===== src/rtl/rotary_knob_tick_processor_macros.svh =====
// ----------------------------------------------------------------------------
// Rotary knob tick processor assertion macros
// Concurrent assertion shorthands, clocked on clk and disabled in reset.
// ----------------------------------------------------------------------------
`ifndef ROTARY_KNOB_TICK_PROCESSOR_MACROS_SVH
`define ROTARY_KNOB_TICK_PROCESSOR_MACROS_SVH

// consequent must hold in the same cycle as the antecedent
`define RKT_ASSERT_SAME(name, ante, cons, msg) \
  name: assert property (@(posedge clk) disable iff (rst) (ante) |-> (cons)) \
    else $error(msg);

// consequent must hold in the cycle after the antecedent
`define RKT_ASSERT_NEXT(name, ante, cons, msg) \
  name: assert property (@(posedge clk) disable iff (rst) (ante) |=> (cons)) \
    else $error(msg);

`endif


===== src/rtl/rkt_pkg.sv =====
// ----------------------------------------------------------------------------
// Rotary knob tick processor package
// Shared widths, codes and status types.
// ----------------------------------------------------------------------------
package rkt_pkg;

  localparam int CNT_W = 16;
  localparam int CPS_W = 8;

  localparam logic [CPS_W-1:0] CPS_RESET = 8'd2;

  localparam logic [1:0] DIR_NONE = 2'd0;
  localparam logic [1:0] DIR_CW   = 2'd1;
  localparam logic [1:0] DIR_CCW  = 2'd2;

  localparam logic [6:0] HOLD_PERIOD = 7'd100;
  localparam logic [6:0] SHORT_MIN   = 7'd10;
  localparam logic [6:0] LONG_MIN    = 7'd30;

  typedef struct packed {
    logic       down;
    logic       short_press;
    logic       long_press;
    logic [3:0] overflows;
  } button_status_t;

  typedef struct packed {
    logic busy;
    logic done;
  } div_status_t;

endpackage


===== src/rtl/rkt_divider.sv =====
// ----------------------------------------------------------------------------
// Rotary knob serial divider
// Restoring unsigned divider, one quotient bit per cycle.
// ----------------------------------------------------------------------------
module rkt_divider import rkt_pkg::*; (
  input  logic             clk,
  input  logic             rst,
  input  logic             start,
  input  logic [CNT_W-1:0] dividend,
  input  logic [CPS_W-1:0] divisor,
  output div_status_t      status,
  output logic [CNT_W-1:0] quotient,
  output logic [CPS_W-1:0] remainder
);

  localparam int CW = $clog2(CNT_W + 1);

  logic          busy;
  logic          done;
  logic [CW-1:0] count;

  logic [CNT_W-1:0] quot;
  logic [CPS_W-1:0] rem;
  logic [CPS_W:0]   partial;
  logic [CPS_W:0]   diff;
  logic             ge;

  // shift the next dividend bit into the partial remainder
  assign partial = {rem, quot[CNT_W-1]};
  assign ge      = partial >= {1'b0, divisor};
  assign diff    = partial - {1'b0, divisor};

  always_ff @(posedge clk) begin
    if (rst) begin
      busy  <= 1'b0;
      done  <= 1'b0;
      count <= '0;
    end else begin
      done <= 1'b0;
      if (start) begin
        busy  <= 1'b1;
        count <= CW'(CNT_W);
      end else if (busy) begin
        count <= count - CW'(1);
        if (count == CW'(1)) begin
          busy <= 1'b0;
          done <= 1'b1;
        end
      end
    end
  end

  always_ff @(posedge clk) begin
    if (start) begin
      quot <= dividend;
      rem  <= '0;
    end else if (busy) begin
      quot <= {quot[CNT_W-2:0], ge};
      rem  <= ge ? diff[CPS_W-1:0] : partial[CPS_W-1:0];
    end
  end

  assign status    = '{busy: busy, done: done};
  assign quotient  = quot;
  assign remainder = rem;

endmodule


===== config.mk =====
export PLATFORM = sky130hd
export DESIGN_NAME = rkt_divider
export DESIGN_NICKNAME = d
export VERILOG_FILES = /design/src/rtl/rotary_knob_tick_processor_macros.svh /design/src/rtl/rkt_pkg.sv /design/src/rtl/rkt_divider.sv
export SDC_FILE = /design/constraint.sdc
export NUM_CORES = 1
export LEC_CHECK = 0
export BUFFER_PORTS_ARGS = -buffer_cell sky130_fd_sc_hd__buf_2
export CAP_MARGIN = 20
export CORE_MARGIN = 2
export CORE_UTILIZATION = 46
export CTS_CLUSTER_SIZE = 25
export DETAILED_ROUTE_END_ITERATION = 16
export PLACE_DENSITY = 0.76
export SYNTH_ARGS = -nofsm -noshare
export SYNTH_HDL_FRONTEND = slang
export SYNTH_SLANG_ARGS = --single-unit

===== constraint.sdc =====
create_clock -name clk -period 2.08 [get_ports clk]
set_input_delay 0.416 -clock clk [delete_from_list [all_inputs] [get_ports clk]]
set_output_delay 0.416 -clock clk [all_outputs]
set_load 0.05 [all_outputs]

==> metrics <==
area taken by multi-input logic gates roughly 900 µm²; die height 65.47 µm; Starting Density 0.4783; Most used DFF post-synth edfxtp_1; CTS Buffer Depth 2; Register Area ~790 µm²; width of the die around 65 µm; crit end category register; Final Critical Period 1984 ps; Worst-path clk slew roughly 60 ps; Final Skew roughly 3.8 ps; ys async rst share 0; Crit Path Max Fanout 2; grt total ovfl 0; hold slack 399.1 ps; register area share after synthesis 0.4492; Hold Crit Class input port to register; Ys Warns 0; Sink Count 31; Syn Area/Cell about 11 µm²; Post-CTS Hold Buffers 0; run status finished clean; Leakage Power between 0.001 and 0.0015 µW; core box area 3633 µm²; GP Congestion 0.8079; initial antenna violation count 0; drt wl/cell roughly 13 µm; max-cap check violation count 0; Skew-Pair Late Insertion Delay between 200 and 300 ps; Mapped Cells 160; fin. max-slew vios 0; global-route wire length before repair 5809 µm; worst path arrival time approximately 2200 ps; Vias/cell around 5; commonest non-fill, non-tap cells in the layout buf_2, mux2_2, edfxtp_1, nor2_1, buf_4; Slew Limit Headroom 0.6676; Mapped Area 1738 µm²; xor and xnor area share after synthesis 0.04536; area post-placement roughly 2100 µm²; CP Class register to register; Setup TNS Final 0 ps; crit start category register; RSZ-0062 raised after global routing yes; DP HPWL approximately 2700 µm; Worst Tran Pin Value between 400 and 500 ps; via count roughly 1,400; final worst path period share 0.9537; worst reg2reg setup slack between 90 and 100 ps; final WL between 3000 and 4000 µm; Synth Area in Adders 0.08351; nets approximately 270; row count 22; total power between 1500 and 2000 µW; commonest non-fill, non-tap cell in the layout buf_2; layout cells sized above 1 0.4518; Synth Area in Simple Gates 0.1325; final hold violations 0; DRT Pass-1 Iters 4; # H-tree levels 2; # diodes 0; FILL cells 320; Synth Area in Compound Gates 0.1037; Synthesized Nets approximately 200; io pins 53; # DRC 0; Iteration-0 DRC Markers 42; largest net degree at the start of global routing 17; TritonCTS buffer count 5; post-synth cell types 42; largest family of logic cells by synthesized area multiplexers; Layout Area Growth over Synthesis 29.59%; post-route cell area approximately 2300 µm²; Post-synth EDFFs 16; Port Buf Inserts 52; Highest Clock Rate just over 500 MHz; CTS tree yes; clk root buf clkbuf_8; final setup fails 0; Total GRT Usage 0.1791; critical path required time approximately 2300 ps; Max IR drop VDD 0.5502 mV; vias in the first global route about 1,300; mux contribution to synthesized area 0.1353; #FFs+latches synth 31; DIE AREA about 4300 µm²; post-detailed-route count of antenna-violating nets 0; PwrDens 723.9 nW/µm²
-- final timing paths --
kind	start	end	cells after the start
setup / recovery	quotient[15]$_DFFE_PP_	remainder[6]$_SDFFE_PP0P_	8
hold / removal	rst	count[4]$_SDFFE_PP0P_	2
setup reg to reg	quotient[15]$_DFFE_PP_	remainder[6]$_SDFFE_PP0P_	8
hold reg to reg	remainder[6]$_SDFFE_PP0P_	remainder[6]$_SDFFE_PP0P_	2
-- metal layers --
metal	up-vias	track usage	wire [µm]
li1	707	-	-
met1	636	0.2257	1693
met2	37	0.2921	1688
met3	5	0.04281	163
met4	0	0.07813	47
met5	-	0	0
-- sequential cells by signal, summed over array words and instances (netlist names) --
register	cells
quotient	16
count	5
busy	1
done	1
remainder	8
-- worst max-delay path, stage by stage, from the launching register on --
cell and delay (ps):
edfxtp_1 400, inv_2 100, ha_4 140, fa_2 210, nand2b_4 130, a21oi_2 60
or4b_1 460, and4_1 190, o31ai_1 200
-- synth_stat cells (4+ instances only) --
| cell type | count | area, µm² |
|---|---|---|
| nor3_1 | 4 | 20.02 |
| nand2b_1 | 4 | 25.02 |
| mux2i_1 | 4 | 40.04 |
| mux2_2 | 16 | 180.2 |
| nand2_1 | 10 | 37.54 |
| edfxtp_1 | 16 | 480.5 |
| dfxtp_1 | 15 | 300.3 |
| nor2_1 | 15 | 56.30 |
| xor2_1 | 6 | 52.55 |
| a21oi_1 | 4 | 20.02 |
| o21ai_0 | 4 | 20.02 |
| ha_1 | 10 | 125.1 |
| inv_1 | 12 | 45.04 |
-- power by group --
part           switching (µW)  internal [µW]  total [µW]
Sequential               34.9            700         735
Combinational             281            173         455
Clock                     213            228         440
Total                     529           1100        1630
-- cells by family after synthesis --
family,Yosys count
buffers and inverters,19
XOR/XNOR,9
AO/OA/AOI/OAI,24
adder cells (fa/ha/maj),11
AND/OR/NAND/NOR,45
multiplexers,21
flip-flops,31
-- through the flow --
| step | std cells | setup slack (ps) | utilization |
|---|---|---|---|
| 2_1_floorplan | 160 | -83.82 | - |
| 3_3_place_gp | 265 | -16.42 | 0.5851 |
| 3_5_place_dp | 265 | -46.84 | 0.5851 |
| 4_1_cts | 273 | 71.64 | 0.6071 |
| 5_1_grt | 276 | -62.30 | 0.6198 |
| 6_report | 276 | 96.35 | 0.6198 |
-- what timing repair did --
| action | CTS | global route |
|---|---|---|
| gates resized for setup | 0 | 5 |
| endpoints found under the setup margin | 0 | 1 |
| setup buffers | 0 | 3 |
-- final cells by class --
type                       instances  share of cell area
tap                               48             0.02667
timing repair buffer              67              0.1711
sequential                        31              0.3489
clock buffer                       6             0.03222
inverter                          12             0.02000
multi-input combinational        110              0.3978
clock inverter                     2            0.003333
(Power assumes the default switching activity.)
