===== src/rtl/rotary_knob_tick_processor_macros.svh =====
// ----------------------------------------------------------------------------
// Rotary knob tick processor assertion macros
// Concurrent assertion shorthands, clocked on clk and disabled in reset.
// ----------------------------------------------------------------------------
`ifndef ROTARY_KNOB_TICK_PROCESSOR_MACROS_SVH
`define ROTARY_KNOB_TICK_PROCESSOR_MACROS_SVH

// consequent must hold in the same cycle as the antecedent
`define RKT_ASSERT_SAME(name, ante, cons, msg) \
  name: assert property (@(posedge clk) disable iff (rst) (ante) |-> (cons)) \
    else $error(msg);

// consequent must hold in the cycle after the antecedent
`define RKT_ASSERT_NEXT(name, ante, cons, msg) \
  name: assert property (@(posedge clk) disable iff (rst) (ante) |=> (cons)) \
    else $error(msg);

`endif


===== src/rtl/rkt_pkg.sv =====
// ----------------------------------------------------------------------------
// Rotary knob tick processor package
// Shared widths, codes and status types.
// ----------------------------------------------------------------------------
package rkt_pkg;

  localparam int CNT_W = 16;
  localparam int CPS_W = 8;

  localparam logic [CPS_W-1:0] CPS_RESET = 8'd2;

  localparam logic [1:0] DIR_NONE = 2'd0;
  localparam logic [1:0] DIR_CW   = 2'd1;
  localparam logic [1:0] DIR_CCW  = 2'd2;

  localparam logic [6:0] HOLD_PERIOD = 7'd100;
  localparam logic [6:0] SHORT_MIN   = 7'd10;
  localparam logic [6:0] LONG_MIN    = 7'd30;

  typedef struct packed {
    logic       down;
    logic       short_press;
    logic       long_press;
    logic [3:0] overflows;
  } button_status_t;

  typedef struct packed {
    logic busy;
    logic done;
  } div_status_t;

endpackage


===== src/rtl/rkt_button.sv =====
// ----------------------------------------------------------------------------
// Rotary knob button tracker
// Counts hold ticks and hold periods, latches short and long presses.
// ----------------------------------------------------------------------------
module rkt_button import rkt_pkg::*; #(
  parameter int MAX_HOLD_OVERFLOWS = 15
) (
  input  logic           clk,
  input  logic           rst,
  input  logic           tick,
  input  logic           pressed,
  output button_status_t status
);

  logic       down;
  logic [6:0] hold_ticks;
  logic [3:0] overflows;
  logic       short_latch;
  logic       long_latch;
  logic [6:0] ticks_inc;

  assign ticks_inc = hold_ticks + 7'd1;

  always_ff @(posedge clk) begin
    if (rst) begin
      down        <= 1'b0;
      hold_ticks  <= '0;
      overflows   <= '0;
      short_latch <= 1'b0;
      long_latch  <= 1'b0;
    end else if (tick) begin
      if (pressed && !down) begin
        down        <= 1'b1;
        hold_ticks  <= 7'd1;
        overflows   <= '0;
        short_latch <= 1'b0;
        long_latch  <= 1'b0;
      end else if (pressed) begin
        // wrap the tick count once a full hold period has gone by
        if (ticks_inc > HOLD_PERIOD) begin
          hold_ticks <= '0;
          if (overflows < 4'(MAX_HOLD_OVERFLOWS)) begin
            overflows <= overflows + 4'd1;
          end
        end else begin
          hold_ticks <= ticks_inc;
        end
      end else if (down) begin
        if (overflows == 4'd0) begin
          if (hold_ticks >= SHORT_MIN && hold_ticks < LONG_MIN) begin
            short_latch <= 1'b1;
          end else if (hold_ticks >= LONG_MIN && hold_ticks <= HOLD_PERIOD) begin
            long_latch <= 1'b1;
          end
        end
        down       <= 1'b0;
        hold_ticks <= '0;
      end
    end
  end

  assign status = '{down: down, short_press: short_latch, long_press: long_latch,
                    overflows: overflows};

endmodule

===== config.mk =====
export PLATFORM = sky130hd
export DESIGN_NAME = rkt_button
export DESIGN_NICKNAME = d
export VERILOG_FILES = /design/src/rtl/rotary_knob_tick_processor_macros.svh /design/src/rtl/rkt_pkg.sv /design/src/rtl/rkt_button.sv
export SDC_FILE = /design/constraint.sdc
export NUM_CORES = 1
export LEC_CHECK = 0
export BUFFER_PORTS_ARGS = -buffer_cell sky130_fd_sc_hd__buf_2
export CAP_MARGIN = 25
export CORE_MARGIN = 2
export CORE_UTILIZATION = 39
export DETAILED_ROUTE_END_ITERATION = 16
export PLACE_DENSITY_LB_ADDON = 0.25
export RECOVER_POWER = 50
export REMOVE_ABC_BUFFERS = 1
export SLEW_MARGIN = 30
export SYNTH_ARGS = -nofsm -noshare
export SYNTH_HDL_FRONTEND = slang
export SYNTH_SLANG_ARGS = --single-unit

===== constraint.sdc =====
create_clock -name clk -period 3.7 [get_ports clk]
set_input_delay 0.185 -clock clk [delete_from_list [all_inputs] [get_ports clk]]
set_output_delay 0.185 -clock clk [all_outputs]
set_load 0.005 [all_outputs]

==> impl_results.html, run 1 <==
<table>
<tr><th>Metric</th><th>Value</th></tr>
<tr><th colspan="2">Worst setup path</th></tr>
<tr><td>CP Cell Sequence</td><td>ha_1 -&gt; inv_1 -&gt; a2111oi_4 -&gt; nor2_2 -&gt; a2111oi_4 -&gt; nand3_1 -&gt; o311ai_0</td></tr>
<tr><td>Cell class contributing the biggest share of worst-path delay</td><td>compound AO/OA/AOI/OAI gates</td></tr>
<tr><td>Worst flop-to-flop path startpoint</td><td>hold_ticks[1]$_SDFFE_PP0P_</td></tr>
<tr><td>Critical path's slowest cell</td><td>dfxtp_1</td></tr>
<tr><td>Critical path data arrival time</td><td>2.49 ns</td></tr>
<tr><td>Largest fanout on the critical path</td><td>11</td></tr>
<tr><td>Setup Crit Path Kind</td><td>reg -&gt; reg</td></tr>
<tr><td>Critical Path Source Type</td><td>flop</td></tr>
<tr><td>Minimum setup slack among reg-to-reg paths</td><td>1.38 ns</td></tr>
<tr><td>Most used cell along the critical path</td><td>a2111oi_4</td></tr>
<tr><td>Nature of the critical path endpoint</td><td>flop</td></tr>
<tr><td>Stage delay of the slowest cell on the critical path</td><td>0.53 ns</td></tr>
<tr><td>Start point of the critical path</td><td>hold_ticks[1]$_SDFFE_PP0P_</td></tr>
<tr><td>Crit path required time</td><td>3.87 ns</td></tr>
<tr><td>Number of buffers and inverters on the critical path</td><td>1</td></tr>
<tr><th colspan="2">Clock tree</th></tr>
<tr><td>Number of buffers added by the clock tree synthesis step</td><td>3</td></tr>
<tr><td>Root buffer cell</td><td>clkbuf_4</td></tr>
<tr><td>Max clock buf depth</td><td>2</td></tr>
<tr><td>H-tree lvl count</td><td>1</td></tr>
<tr><td>Number of post-CTS setup repair buffers</td><td>0</td></tr>
<tr><td>Sinks on Clock Net</td><td>14</td></tr>
<tr><td># resized after CTS</td><td>0</td></tr>
<tr><td>TritonCTS clock tree</td><td>yes</td></tr>
<tr><td># hold bufs at CTS</td><td>0</td></tr>
<tr><td>Clock latency on the worst-skew pair</td><td>0.27 ns</td></tr>
<tr><td>Post-CTS clock slew at the launch and capture registers of the worst setup and hold paths</td><td>0.08 ns</td></tr>
<tr><th colspan="2">Synthesis</th></tr>
<tr><td>Top area cells in the synthesized netlist</td><td>dfxtp_1 27%, ha_1 8.5%, nand3_1 5.8%</td></tr>
<tr><td>Cell type contributing the most total cell area after synthesis</td><td>dfxtp_1</td></tr>
<tr><td>Count of yosys warnings during synthesis</td><td>0</td></tr>
<tr><td>Flip-flop and latch count after synthesis</td><td>14</td></tr>
<tr><td>Fraction of post-synthesis cell area in the top cell type by area</td><td>0.271</td></tr>
<tr><td>Sequential fraction of the synthesis area</td><td>0.271</td></tr>
<tr><td>Cells after Synth</td><td>124</td></tr>
<tr><td>Cell Area, Synth</td><td>1030 um2</td></tr>
<tr><td>Post-synthesis cell type count</td><td>37</td></tr>
<tr><td>Syn Area/Cell</td><td>8.33 um2</td></tr>
<tr><th colspan="2">Detailed routing</th></tr>
<tr><td>Antenna-violating nets left</td><td>0</td></tr>
<tr><td>Starting DRC count in detailed routing</td><td>20</td></tr>
<tr><td>Drc violations</td><td>0</td></tr>
<tr><td>Wire length reported by the detailed router</td><td>2150 um</td></tr>
<tr><td>Avg Vias per Cell</td><td>5.73</td></tr>
<tr><td>Total via count in the routed design</td><td>899</td></tr>
<tr><td>1st-pass router iterations</td><td>4</td></tr>
<tr><td>Drt wl/cell</td><td>13.7 um</td></tr>
<tr><th colspan="2">Global routing</th></tr>
<tr><td>Met3 Resource Use GR</td><td>0.0351</td></tr>
<tr><td>Combined global-route utilization of all metal layers</td><td>0.152</td></tr>
<tr><td>Pin count of the biggest net entering global routing</td><td>12</td></tr>
<tr><td>Number of global-route vias before repair</td><td>842</td></tr>
<tr><td>Most congested layer reported by global routing</td><td>met2</td></tr>
<tr><td>Initial antenna violation count</td><td>0</td></tr>
<tr><td>Met1 Use GR</td><td>0.196</td></tr>
<tr><td>Grt total ovfl</td><td>0</td></tr>
<tr><td>First-pass GRT wire length</td><td>3880 um</td></tr>
<tr><td>Global-route track usage on met2</td><td>0.253</td></tr>
<tr><th colspan="2">Run status</th></tr>
<tr><td>Status</td><td>completed</td></tr>
<tr><th colspan="2">Finish</th></tr>
<tr><td>Final Net Count</td><td>140</td></tr>
<tr><td>Total inserted antenna cells</td><td>0</td></tr>
<tr><td>Fillers</td><td>253</td></tr>
<tr><td>Growth of design area from synthesis to finish</td><td>3.15%</td></tr>
<tr><td>Commonest non-fill, non-tap cell in the layout</td><td>dfxtp_1</td></tr>
<tr><td>Proportion of layout cells with a drive suffix above 1</td><td>0.165</td></tr>
<tr><td>Final design instance area without fill</td><td>1070 um2</td></tr>
<tr><td>Final Instance Count excl. Fillers</td><td>157</td></tr>
<tr><td>Top library cells by usage in the layout, fill and taps aside</td><td>14 x dfxtp_1, 12 x nand3_1, 9 x nor2_1, 9 x buf_2</td></tr>
<tr><th colspan="2">STA</th></tr>
<tr><td>Total negative slack</td><td>0 ns</td></tr>
<tr><td>Max-slew headroom</td><td>0.725</td></tr>
<tr><td>Count of endpoints failing setup in the final report</td><td>0</td></tr>
<tr><td>Clock Skew</td><td>0.00134 ns</td></tr>
<tr><td>Post-route clock period utilization</td><td>0.628</td></tr>
<tr><td>Unrepaired setup endpoints after global routing</td><td>no</td></tr>
<tr><td>Worst slew pin tran</td><td>0.411 ns</td></tr>
<tr><td>Maximum frequency from static timing analysis</td><td>431 MHz</td></tr>
<tr><td>Min Clock Period, post-route</td><td>2.32 ns</td></tr>
<tr><td>Final Hold Vio Count</td><td>0</td></tr>
<tr><td>Slew Limit Fails</td><td>0</td></tr>
<tr><th colspan="2">Floorplanning</th></tr>
<tr><td>Die boundary height</td><td>55.5 um</td></tr>
<tr><td>Std-Cell Rows</td><td>18</td></tr>
<tr><td>Num ports</td><td>11</td></tr>
<tr><td>Effective utilization at floorplan</td><td>0.413</td></tr>
<tr><td>X dimension of the die</td><td>55.5 um</td></tr>
<tr><td>Core area</td><td>2500 um2</td></tr>
<tr><td>Total Die Area</td><td>3080 um2</td></tr>
<tr><th colspan="2">Placement</th></tr>
<tr><td>Number of port buffers</td><td>10</td></tr>
<tr><td>Final weighted congestion in routability-driven placement</td><td>0.767</td></tr>
<tr><td>Placed Cells</td><td>154</td></tr>
<tr><td>Placement Cell Area</td><td>1050 um2</td></tr>
<tr><td>Sum of net half-perimeters after detailed placement</td><td>1640 um</td></tr>
<tr><th colspan="2">Worst hold path</th></tr>
<tr><td>Path class of the lowest-slack min-delay path</td><td>in -&gt; reg</td></tr>
<tr><td>Worst hold path startpoint</td><td>tick</td></tr>
<tr><th colspan="2">Flow run</th></tr>
<tr><td>Max Cap Violations</td><td>0</td></tr>
<tr><th colspan="2">Pwr</th></tr>
<tr><td>VDD IR-drop max</td><td>0.148 mV</td></tr>
<tr><td>Lkg Pwr</td><td>0.000381 uW</td></tr>
<tr><td>PD cells</td><td>253 nW/um2</td></tr>
</table>
==> cell usage after synthesis <==
master	instances
a2111oi_4	2
a211oi_1	6
a21boi_0	1
a21oi_1	8
a21oi_2	1
a311oi_1	1
a31oi_1	4
and3_1	1
and3_4	2
buf_4	5
buf_6	2
clkbuf_1	3
dfxtp_1	14
ha_1	7
inv_1	8
nand2_1	7
nand2_4	1
nand2b_1	1
nand3_1	12
nand3_2	1
nand3b_1	2
nand4_1	2
nand4b_1	1
nor2_1	9
nor2_2	1
nor2b_1	1
nor3_1	1
nor3_2	1
o211ai_1	1
o211ai_4	1
o21ai_0	7
o21ai_1	1
o2bb2ai_1	1
o311ai_0	1
o31ai_1	2
or3_1	4
or4_1	1
==> area by class of cell <==
type                       count  area [um2]  share of cell area
timing repair buffer          10        48.8              0.0458
clock buffer                   3        22.5              0.0211
sequential                    14         280               0.263
inverter                       8        30.0              0.0282
tap                           30        37.5              0.0352
multi-input combinational     92         647               0.607
==> state kept, by name, indices dropped and copies added, names as in the netlist <==
signal       flops
short_latch      1
overflows        4
long_latch       1
down             1
hold_ticks       7
==> through the flow <==
stage          hold slack (ns)  power, uW  utilization  setup WS, ns
6_report                 0.202        269        0.426          1.38
3_3_place_gp             0.491        187        0.420          1.48
3_5_place_dp             0.489        187        0.420          1.38
2_1_floorplan            0.254        177            -          1.69
5_1_grt                  0.218        284        0.426          1.13
4_1_cts                  0.182        275        0.429          1.37
==> path summary, 6_finish.rpt <==
check / to / depth (start not counted)
setup / recovery: hold_ticks[5]$_SDFFE_PP0P_ / 7
hold / removal: short_latch$_SDFFE_PP0P_ / 2
setup reg to reg: hold_ticks[5]$_SDFFE_PP0P_ / 7
hold reg to reg: long_latch$_SDFFE_PP0P_ / 2
==> where the power goes <==
part | internal [uW] | leakage, uW | switching (uW)
sequential | 152 | 0.000113 | 3.38
combinational | 9.75 | 0.000254 | 18.2
clock | 37.7 | 0.0000138 | 48.1
==> logic make-up after synthesis <==
logic type | Yosys count | share of synthesized area
fa+ha+maj | 7 | 0.0847
compound gates | 37 | 0.282
buf+inv | 18 | 0.0981
flops | 14 | 0.271
simple gates | 48 | 0.264
==> routing by layer <==
| layer | vias up | part of all wire |
|---|---|---|
| li1 | 462 | - |
| met1 | 416 | 0.48 |
| met2 | 19 | 0.48 |
| met3 | 2 | 0.031 |
| met4 | 0 | 0.0074 |
| met5 | - | 0 |
Power figures use the tool's default switching activity.
==> run 2, diff against run 1 <==
Clock period 3.7 ns to 2.35 ns, I/O delays scaled along.
==> run 2 against run 1 <==
  * Sequential share of layout area down 0.43 points
  * Combinational power increased by 63%
  * Critical path type unchanged
  * Clock-buffer cell count unchanged
  * Hold slack got worse by 0.074 ns
  * Fmax is 8.6% higher
  * Largest cell class unchanged
==> impl_results.html, run 2 (same netlist as run 1, synthesis figures left out) <==
<table>
<tr><th>Metric</th><th>Value</th></tr>
<tr><th colspan="2">Floorplanning</th></tr>
<tr><td>Die boundary height</td><td>55.5 um (unchanged)</td></tr>
<tr><td>Core area</td><td>2500 um2 (unchanged)</td></tr>
<tr><td>Std-Cell Rows</td><td>18 (unchanged)</td></tr>
<tr><td>Total Die Area</td><td>3080 um2 (unchanged)</td></tr>
<tr><td>Effective utilization at floorplan</td><td>0.413 (unchanged)</td></tr>
<tr><td>Num ports</td><td>11 (unchanged)</td></tr>
<tr><td>X dimension of the die</td><td>55.5 um (unchanged)</td></tr>
<tr><th colspan="2">Flow run</th></tr>
<tr><td>Max Cap Violations</td><td>0 (unchanged)</td></tr>
<tr><th colspan="2">Placement</th></tr>
<tr><td>Number of port buffers</td><td>10 (unchanged)</td></tr>
<tr><td>Final weighted congestion in routability-driven placement</td><td>0.776 (+1.1%)</td></tr>
<tr><td>Sum of net half-perimeters after detailed placement</td><td>1710 um (+4.5%)</td></tr>
<tr><th colspan="2">STA</th></tr>
<tr><td>Max-slew headroom</td><td>0.682 (-0.0435)</td></tr>
<tr><td>Min Clock Period, post-route</td><td>2.14 ns (-0.184 ns)</td></tr>
<tr><td>Clock Skew</td><td>0.00172 ns (+0.000375 ns)</td></tr>
<tr><td>Worst slew pin tran</td><td>0.476 ns (+0.0649 ns)</td></tr>
<tr><td>Count of endpoints failing setup in the final report</td><td>0 (unchanged)</td></tr>
<tr><td>Slew Limit Fails</td><td>0 (unchanged)</td></tr>
<tr><td>Total negative slack</td><td>0 ns (unchanged)</td></tr>
<tr><td>Unrepaired setup endpoints after global routing</td><td>no</td></tr>
<tr><td>Post-route clock period utilization</td><td>0.910 (+0.282)</td></tr>
<tr><td>Maximum frequency from static timing analysis</td><td>468 MHz (+8.6%)</td></tr>
<tr><td>Final Hold Vio Count</td><td>0 (unchanged)</td></tr>
<tr><th colspan="2">Clock tree</th></tr>
<tr><td>Number of post-CTS setup repair buffers</td><td>0 (unchanged)</td></tr>
<tr><td>Clock latency on the worst-skew pair</td><td>0.28 ns (about the same)</td></tr>
<tr><td>H-tree lvl count</td><td>1 (unchanged)</td></tr>
<tr><td>TritonCTS clock tree</td><td>yes</td></tr>
<tr><td>Number of buffers added by the clock tree synthesis step</td><td>3 (unchanged)</td></tr>
<tr><td>Sinks on Clock Net</td><td>14 (unchanged)</td></tr>
<tr><td>Post-CTS clock slew at the launch and capture registers of the worst setup and hold paths</td><td>0.08 ns (about the same)</td></tr>
<tr><td># hold bufs at CTS</td><td>0 (unchanged)</td></tr>
<tr><td>Root buffer cell</td><td>clkbuf_4</td></tr>
<tr><td>Max clock buf depth</td><td>2 (unchanged)</td></tr>
<tr><th colspan="2">Detailed routing</th></tr>
<tr><td>Total via count in the routed design</td><td>941 (+4.7%)</td></tr>
<tr><td>Avg Vias per Cell</td><td>5.88 (+2.7%)</td></tr>
<tr><td>Starting DRC count in detailed routing</td><td>27 (+35%)</td></tr>
<tr><td>Drc violations</td><td>0 (unchanged)</td></tr>
<tr><td>Wire length reported by the detailed router</td><td>2250 um (+4.5%)</td></tr>
<tr><td>1st-pass router iterations</td><td>4 (unchanged)</td></tr>
<tr><td>Antenna-violating nets left</td><td>0 (unchanged)</td></tr>
<tr><td>Drt wl/cell</td><td>14.1 um (+2.5%)</td></tr>
<tr><th colspan="2">Pwr</th></tr>
<tr><td>PD cells</td><td>392 nW/um2 (+55%)</td></tr>
<tr><td>Lkg Pwr</td><td>0.000390 uW (+2.5%)</td></tr>
<tr><td>Overall power</td><td>427 uW (+58%)</td></tr>
<tr><td>VDD IR-drop max</td><td>0.318 mV (+120%)</td></tr>
<tr><th colspan="2">Worst setup path</th></tr>
<tr><td>Stage delay of the slowest cell on the critical path</td><td>0.45 ns (-0.08 ns)</td></tr>
<tr><td>Cell class contributing the biggest share of worst-path delay</td><td>compound AO/OA/AOI/OAI gates</td></tr>
<tr><td>Critical path data arrival time</td><td>2.31 ns (-0.18 ns)</td></tr>
<tr><td>Reg-to-Reg End</td><td>hold_ticks[5]$_SDFFE_PP0P_</td></tr>
<tr><td>Nature of the critical path endpoint</td><td>flop</td></tr>
<tr><td>Cell depth of the worst flop-to-flop path</td><td>7 (unchanged)</td></tr>
<tr><td>Crit path required time</td><td>2.52 ns (-1.35 ns)</td></tr>
<tr><td>Most used cell along the critical path</td><td>a2111oi_4</td></tr>
<tr><td>Minimum setup slack among reg-to-reg paths</td><td>0.21 ns (-1.17 ns)</td></tr>
<tr><td>Critical path's slowest cell</td><td>a2111oi_4</td></tr>
<tr><td>Setup Crit Path Kind</td><td>reg -&gt; reg</td></tr>
<tr><td>Number of buffers and inverters on the critical path</td><td>1 (unchanged)</td></tr>
<tr><td>Worst flop-to-flop path startpoint</td><td>hold_ticks[0]$_SDFFE_PP0P_</td></tr>
<tr><td>CP Cell Sequence</td><td>ha_2 -&gt; inv_1 -&gt; a2111oi_4 -&gt; nor2_2 -&gt; a2111oi_4 -&gt; nand3_1 -&gt; o311ai_0</td></tr>
<tr><td>Largest fanout on the critical path</td><td>9 (-2)</td></tr>
<tr><td>Critical Path Source Type</td><td>flop</td></tr>
<tr><th colspan="2">Finish</th></tr>
<tr><td>Biggest regs</td><td>hold_ticks: 7 flops, overflows: 4 flops</td></tr>
<tr><td>Register with the most flip-flops</td><td>hold_ticks</td></tr>
<tr><td>Top library cells by usage in the layout, fill and taps aside</td><td>13 x dfxtp_1, 12 x nand3_1, 9 x nor2_1, 9 x buf_2</td></tr>
<tr><td>Total inserted antenna cells</td><td>0 (unchanged)</td></tr>
<tr><td>Commonest non-fill, non-tap cell in the layout</td><td>dfxtp_1</td></tr>
<tr><td>Flip-flop count of the largest register after layout</td><td>7 (unchanged)</td></tr>
<tr><td>Growth of design area from synthesis to finish</td><td>5.33%</td></tr>
<tr><td>Final Net Count</td><td>143 (+2.1%)</td></tr>
<tr><td>Proportion of layout cells with a drive suffix above 1</td><td>0.192 (+0.0270)</td></tr>
<tr><th colspan="2">Global routing</th></tr>
<tr><td>Grt total ovfl</td><td>0 (unchanged)</td></tr>
<tr><td>Pin count of the biggest net entering global routing</td><td>11 (-1)</td></tr>
<tr><td>Number of global-route vias before repair</td><td>848 (+0.71%)</td></tr>
<tr><td>Initial antenna violation count</td><td>0 (unchanged)</td></tr>
<tr><td>Combined global-route utilization of all metal layers</td><td>0.157 (+0.00502)</td></tr>
<tr><td>First-pass GRT wire length</td><td>3890 um (+0.36%)</td></tr>
<tr><th colspan="2">Worst hold path</th></tr>
<tr><td>Worst hold path endpoint</td><td>short_latch$_SDFFE_PP0P_</td></tr>
<tr><td>Worst hold path startpoint</td><td>tick</td></tr>
<tr><td>Hold Path Depth</td><td>2 (unchanged)</td></tr>
<tr><td>Path class of the lowest-slack min-delay path</td><td>in -&gt; reg</td></tr>
<tr><th colspan="2">Run status</th></tr>
<tr><td>Status</td><td>completed</td></tr>
</table>
run 2: cell types whose count changed in the layout (fill, tap and decap cells not counted):
cell	previous run	this run
ha_2	0	1
dfxtp_2	0	1
clkbuf_1	1	2
ha_1	7	6
dfxtp_1	14	13
buf_4	0	2
run 2: where the power goes:
group / leakage, uW / switching [uW] / internal, uW
Sequential: 0.000113 / 5.23 / 240
Clock: 0.0000138 / 76.1 / 59.5
Combinational: 0.000263 / 30.0 / 15.7
Total: 0.000390 / 111 / 315
run 2: routing by layer:
metal	track usage	up-vias	share of wire
li1	-	468	-
met5	0	-	0
met1	0.204	441	0.47
met2	0.257	26	0.48
met4	0.0523	0	0.015
met3	0.0351	6	0.037
run 2: worst max-delay path by stage:
stage,cells past startpoint,start,end
2_1_floorplan,7,hold_ticks[1]$_SDFFE_PP0P_,hold_ticks[5]$_SDFFE_PP0P_
3_3_place_gp,7,hold_ticks[0]$_SDFFE_PP0P_,hold_ticks[5]$_SDFFE_PP0P_
3_5_place_dp,7,hold_ticks[0]$_SDFFE_PP0P_,hold_ticks[5]$_SDFFE_PP0P_
4_1_cts,7,hold_ticks[0]$_SDFFE_PP0P_,hold_ticks[5]$_SDFFE_PP0P_
5_1_grt,7,hold_ticks[0]$_SDFFE_PP0P_,hold_ticks[5]$_SDFFE_PP0P_
6_report,7,hold_ticks[0]$_SDFFE_PP0P_,hold_ticks[5]$_SDFFE_PP0P_
run 2: final cells by class:
class / count / area (um2)
clock buffers: 3 / 22.5
fillers: 255 / 1410
inverters: 8 / 30.0
multi-input cells: 92 / 649
flip-flops and latches: 14 / 282
well taps: 30 / 37.5
repair buffers: 13 / 67.6
run 2: through the flow:
step	utilization	instance area [um2]	worst slack, ns	hold slack, ns	cells
2_1_floorplan	-	962	0.343	0.187	114
3_3_place_gp	0.429	1070	0.174	0.422	157
3_5_place_dp	0.429	1070	0.0454	0.418	157
4_1_cts	0.438	1090	0.0291	0.105	160
5_1_grt	0.435	1090	0.0501	0.138	160
6_report	0.435	1090	0.212	0.127	160
run 2: worst reg2reg max path: stages (launching register included):
cell	delay [ns]
dfxtp_2	0.43
ha_2	0.25
inv_1	0.10
a2111oi_4	0.42
nor2_2	0.15
a2111oi_4	0.45
nand3_1	0.12
o311ai_0	0.11
run 2: repair_timing:
item	in CTS	in global routing
setup endpoints to repair	0	3
hold endpoints to repair	0	0
gates resized for setup	0	2
==> run 3, diff against run 2 <==
Settings changed: PLACE_DENSITY_LB_ADDON 0.25 to not set.
==> run 3 against run 2 <==
  * Combinational power decreased by 0.9%
  * Clock-buffer cell count increased by 1
  * Final cell count unchanged
  * Clock skew decreased by 0.00064 ns
  * Sequential share of layout area decreased by 0.15 points
  * Register-to-register slack got worse by 0.03 ns
  * Worst setup slack got worse by 0.027 ns
  * Highest routed layer unchanged
  * Critical endpoint unchanged
==> impl_results.html, run 3 (same netlist as run 1, synthesis figures left out) <==
<table>
<tr><th>Metric</th><th>Value</th></tr>
<tr><th colspan="2">Clock tree</th></tr>
<tr><td>Clock latency on the worst-skew pair</td><td>0.29 ns (about the same)</td></tr>
<tr><td>TritonCTS clock tree</td><td>yes</td></tr>
<tr><td>Sinks on Clock Net</td><td>14 (unchanged)</td></tr>
<tr><td>H-tree lvl count</td><td>1 (unchanged)</td></tr>
<tr><td>Max clock buf depth</td><td>2 (unchanged)</td></tr>
<tr><td># hold bufs at CTS</td><td>0 (unchanged)</td></tr>
<tr><td>Root buffer cell</td><td>clkbuf_4</td></tr>
<tr><td>Number of buffers added by the clock tree synthesis step</td><td>3 (unchanged)</td></tr>
<tr><td>Post-CTS clock slew at the launch and capture registers of the worst setup and hold paths</td><td>0.09 ns (about the same)</td></tr>
<tr><th colspan="2">Worst setup path</th></tr>
<tr><td>Most used cell along the critical path</td><td>a2111oi_4</td></tr>
<tr><td>Worst flop-to-flop path startpoint</td><td>hold_ticks[0]$_SDFFE_PP0P_</td></tr>
<tr><td>Number of buffers and inverters on the critical path</td><td>1 (unchanged)</td></tr>
<tr><td>Nature of the critical path endpoint</td><td>flop</td></tr>
<tr><td>CP Cell Sequence</td><td>ha_2 -&gt; inv_1 -&gt; a2111oi_4 -&gt; nor2_2 -&gt; a2111oi_4 -&gt; nand3_1 -&gt; o311ai_0</td></tr>
<tr><td>Cell class contributing the biggest share of worst-path delay</td><td>compound AO/OA/AOI/OAI gates</td></tr>
<tr><td>Stage delay of the slowest cell on the critical path</td><td>0.51 ns (+0.06 ns)</td></tr>
<tr><td>Critical path data arrival time</td><td>2.35 ns (+0.04 ns)</td></tr>
<tr><td>Minimum setup slack among reg-to-reg paths</td><td>0.19 ns (-0.03 ns)</td></tr>
<tr><td>Setup Crit Path Kind</td><td>reg -&gt; reg</td></tr>
<tr><td>Critical path's slowest cell</td><td>a2111oi_4</td></tr>
<tr><td>Crit path required time</td><td>2.54 ns (+0.02 ns)</td></tr>
<tr><td>Start point of the critical path</td><td>hold_ticks[0]$_SDFFE_PP0P_</td></tr>
<tr><td>Critical Path Source Type</td><td>flop</td></tr>
<tr><td>Largest fanout on the critical path</td><td>9 (unchanged)</td></tr>
<tr><th colspan="2">Detailed routing</th></tr>
<tr><td>Antenna-violating nets left</td><td>0 (unchanged)</td></tr>
<tr><td>Starting DRC count in detailed routing</td><td>31 (+15%)</td></tr>
<tr><td>Drt wl/cell</td><td>13.7 um (-2.5%)</td></tr>
<tr><td>1st-pass router iterations</td><td>4 (unchanged)</td></tr>
<tr><td>Wire length reported by the detailed router</td><td>2190 um (-2.5%)</td></tr>
<tr><td>Drc violations</td><td>0 (unchanged)</td></tr>
<tr><td>Avg Vias per Cell</td><td>5.76 (-2.1%)</td></tr>
<tr><td>Total via count in the routed design</td><td>921 (-2.1%)</td></tr>
<tr><th colspan="2">Floorplanning</th></tr>
<tr><td>Die boundary height</td><td>55.5 um (unchanged)</td></tr>
<tr><td>Core area</td><td>2500 um2 (unchanged)</td></tr>
<tr><td>Total Die Area</td><td>3080 um2 (unchanged)</td></tr>
<tr><td>Std-Cell Rows</td><td>18 (unchanged)</td></tr>
<tr><td>Effective utilization at floorplan</td><td>0.413 (unchanged)</td></tr>
<tr><td>Num ports</td><td>11 (unchanged)</td></tr>
<tr><td>X dimension of the die</td><td>55.5 um (unchanged)</td></tr>
<tr><th colspan="2">Flow run</th></tr>
<tr><td>Max Cap Violations</td><td>0 (unchanged)</td></tr>
<tr><th colspan="2">Run status</th></tr>
<tr><td>Status</td><td>completed</td></tr>
<tr><th colspan="2">Placement</th></tr>
<tr><td>Final weighted congestion in routability-driven placement</td><td>0.798 (+3.0%)</td></tr>
<tr><td>Number of port buffers</td><td>10 (unchanged)</td></tr>
<tr><td>Sum of net half-perimeters after detailed placement</td><td>1600 um (-6.9%)</td></tr>
<tr><td>Placed Cells</td><td>156 (-0.64%)</td></tr>
<tr><th colspan="2">STA</th></tr>
<tr><td>Maximum frequency from static timing analysis</td><td>462 MHz (-1.2%)</td></tr>
<tr><td>Total negative slack</td><td>0 ns (unchanged)</td></tr>
<tr><td>Slew Limit Fails</td><td>0 (unchanged)</td></tr>
<tr><td>Count of endpoints failing setup in the final report</td><td>0 (unchanged)</td></tr>
<tr><td>Final hold slack</td><td>0.110 ns (-0.0174 ns)</td></tr>
<tr><td>Min Clock Period, post-route</td><td>2.16 ns (+0.0265 ns)</td></tr>
<tr><td>Unrepaired setup endpoints after global routing</td><td>no</td></tr>
<tr><td>Worst slew pin tran</td><td>0.468 ns (-0.00757 ns)</td></tr>
<tr><td>Clock Skew</td><td>0.00107 ns (-0.000645 ns)</td></tr>
<tr><td>Post-route clock period utilization</td><td>0.921 (+0.0113)</td></tr>
<tr><td>Max-slew headroom</td><td>0.687 (+0.00506)</td></tr>
<tr><td>Final Hold Vio Count</td><td>0 (unchanged)</td></tr>
<tr><th colspan="2">Worst hold path</th></tr>
<tr><td>Worst hold path startpoint</td><td>tick</td></tr>
<tr><td>Path class of the lowest-slack min-delay path</td><td>in -&gt; reg</td></tr>
<tr><th colspan="2">Finish</th></tr>
<tr><td>Biggest regs</td><td>hold_ticks: 7 flops, overflows: 4 flops</td></tr>
<tr><td>Register with the most flip-flops</td><td>hold_ticks</td></tr>
<tr><td>Total inserted antenna cells</td><td>0 (unchanged)</td></tr>
<tr><td>Proportion of layout cells with a drive suffix above 1</td><td>0.192 (unchanged)</td></tr>
<tr><td>Fillers</td><td>253 (-0.78%)</td></tr>
<tr><td>Top library cells by usage in the layout, fill and taps aside</td><td>13 x dfxtp_1, 12 x nand3_1, 9 x nor2_1, 9 x buf_2</td></tr>
<tr><td>Flip-flop count of the largest register after layout</td><td>7 (unchanged)</td></tr>
<tr><td>Commonest non-fill, non-tap cell in the layout</td><td>dfxtp_1</td></tr>
<tr><td>Final Instance Count excl. Fillers</td><td>160 (unchanged)</td></tr>
<tr><td>Growth of design area from synthesis to finish</td><td>5.93%</td></tr>
<tr><td>Final Net Count</td><td>142 (-0.70%)</td></tr>
<tr><th colspan="2">Global routing</th></tr>
<tr><td>Grt total ovfl</td><td>0 (unchanged)</td></tr>
<tr><td>Pin count of the biggest net entering global routing</td><td>11 (unchanged)</td></tr>
<tr><td>Combined global-route utilization of all metal layers</td><td>0.153 (-0.00475)</td></tr>
<tr><td>Number of global-route vias before repair</td><td>816 (-3.8%)</td></tr>
<tr><td>First-pass GRT wire length</td><td>3800 um (-2.3%)</td></tr>
<tr><td>Initial antenna violation count</td><td>0 (unchanged)</td></tr>
<tr><th colspan="2">Pwr</th></tr>
<tr><td>Lkg Pwr</td><td>0.000392 uW (+0.44%)</td></tr>
<tr><td>VDD IR-drop max</td><td>0.385 mV (+21%)</td></tr>
<tr><td>PD cells</td><td>432 nW/um2 (+10%)</td></tr>
</table>
## run 3: cell count changes in the layout (fill, tap and decap cells not counted), sizes merged
cell | before | now
buf | 11 | 10
clkbuf | 5 | 6
## run 3: per-layer routing
metal	routed length, um	track usage	up-vias
met1	1050	0.213	424
met3	103	0.0445	2
met5	0	0	-
li1	-	-	471
met2	1030	0.228	24
met4	12	0.0418	0
## run 3: metrics by stage
step | util | total power, uW | instance area, um2 | setup slack (ns)
2_1_floorplan | - | 278 | 962 | 0.343
3_3_place_gp | 0.426 | 295 | 1060 | 0.181
3_5_place_dp | 0.426 | 296 | 1060 | 0.141
4_1_cts | 0.440 | 481 | 1100 | 0.101
5_1_grt | 0.438 | 493 | 1090 | 0.00135
6_report | 0.438 | 473 | 1090 | 0.185
## run 3: where the power goes
| group | internal (uW) | switching (uW) | leakage, uW |
|---|---|---|---|
| Clock | 94.4 | 88.0 | 0.0000210 |
| Combinational | 15.7 | 29.5 | 0.000258 |
| Sequential | 240 | 4.89 | 0.000113 |
## run 3: path summary, 6_finish.rpt
check                                                  end  cells after the start
worst max-delay path            hold_ticks[5]$_SDFFE_PP0P_                      7
worst min-delay path              short_latch$_SDFFE_PP0P_                      2
worst max register to register  hold_ticks[5]$_SDFFE_PP0P_                      7
worst min register to register    short_latch$_SDFFE_PP0P_                      2
## run 3: layout make-up
type,instances,area [um2],share of cell area
repair buffers,12,60.1,0.0549
multi-input cells,92,649,0.593
inverters,8,30.0,0.0274
well taps,30,37.5,0.0343
clock buffers,4,36.3,0.0331
flip-flops and latches,14,282,0.257
## run 3: what timing repair did
item,CTS,global route
setup endpoints to repair,0,3
buffers inserted,0,0
resized for setup,0,2
## run 3: worst reg2reg max path, cell delays in order (launching register included)
cell	delay, ns
dfxtp_2	0.42
ha_2	0.25
inv_1	0.09
a2111oi_4	0.41
nor2_2	0.14
a2111oi_4	0.51
nand3_1	0.13
o311ai_0	0.10
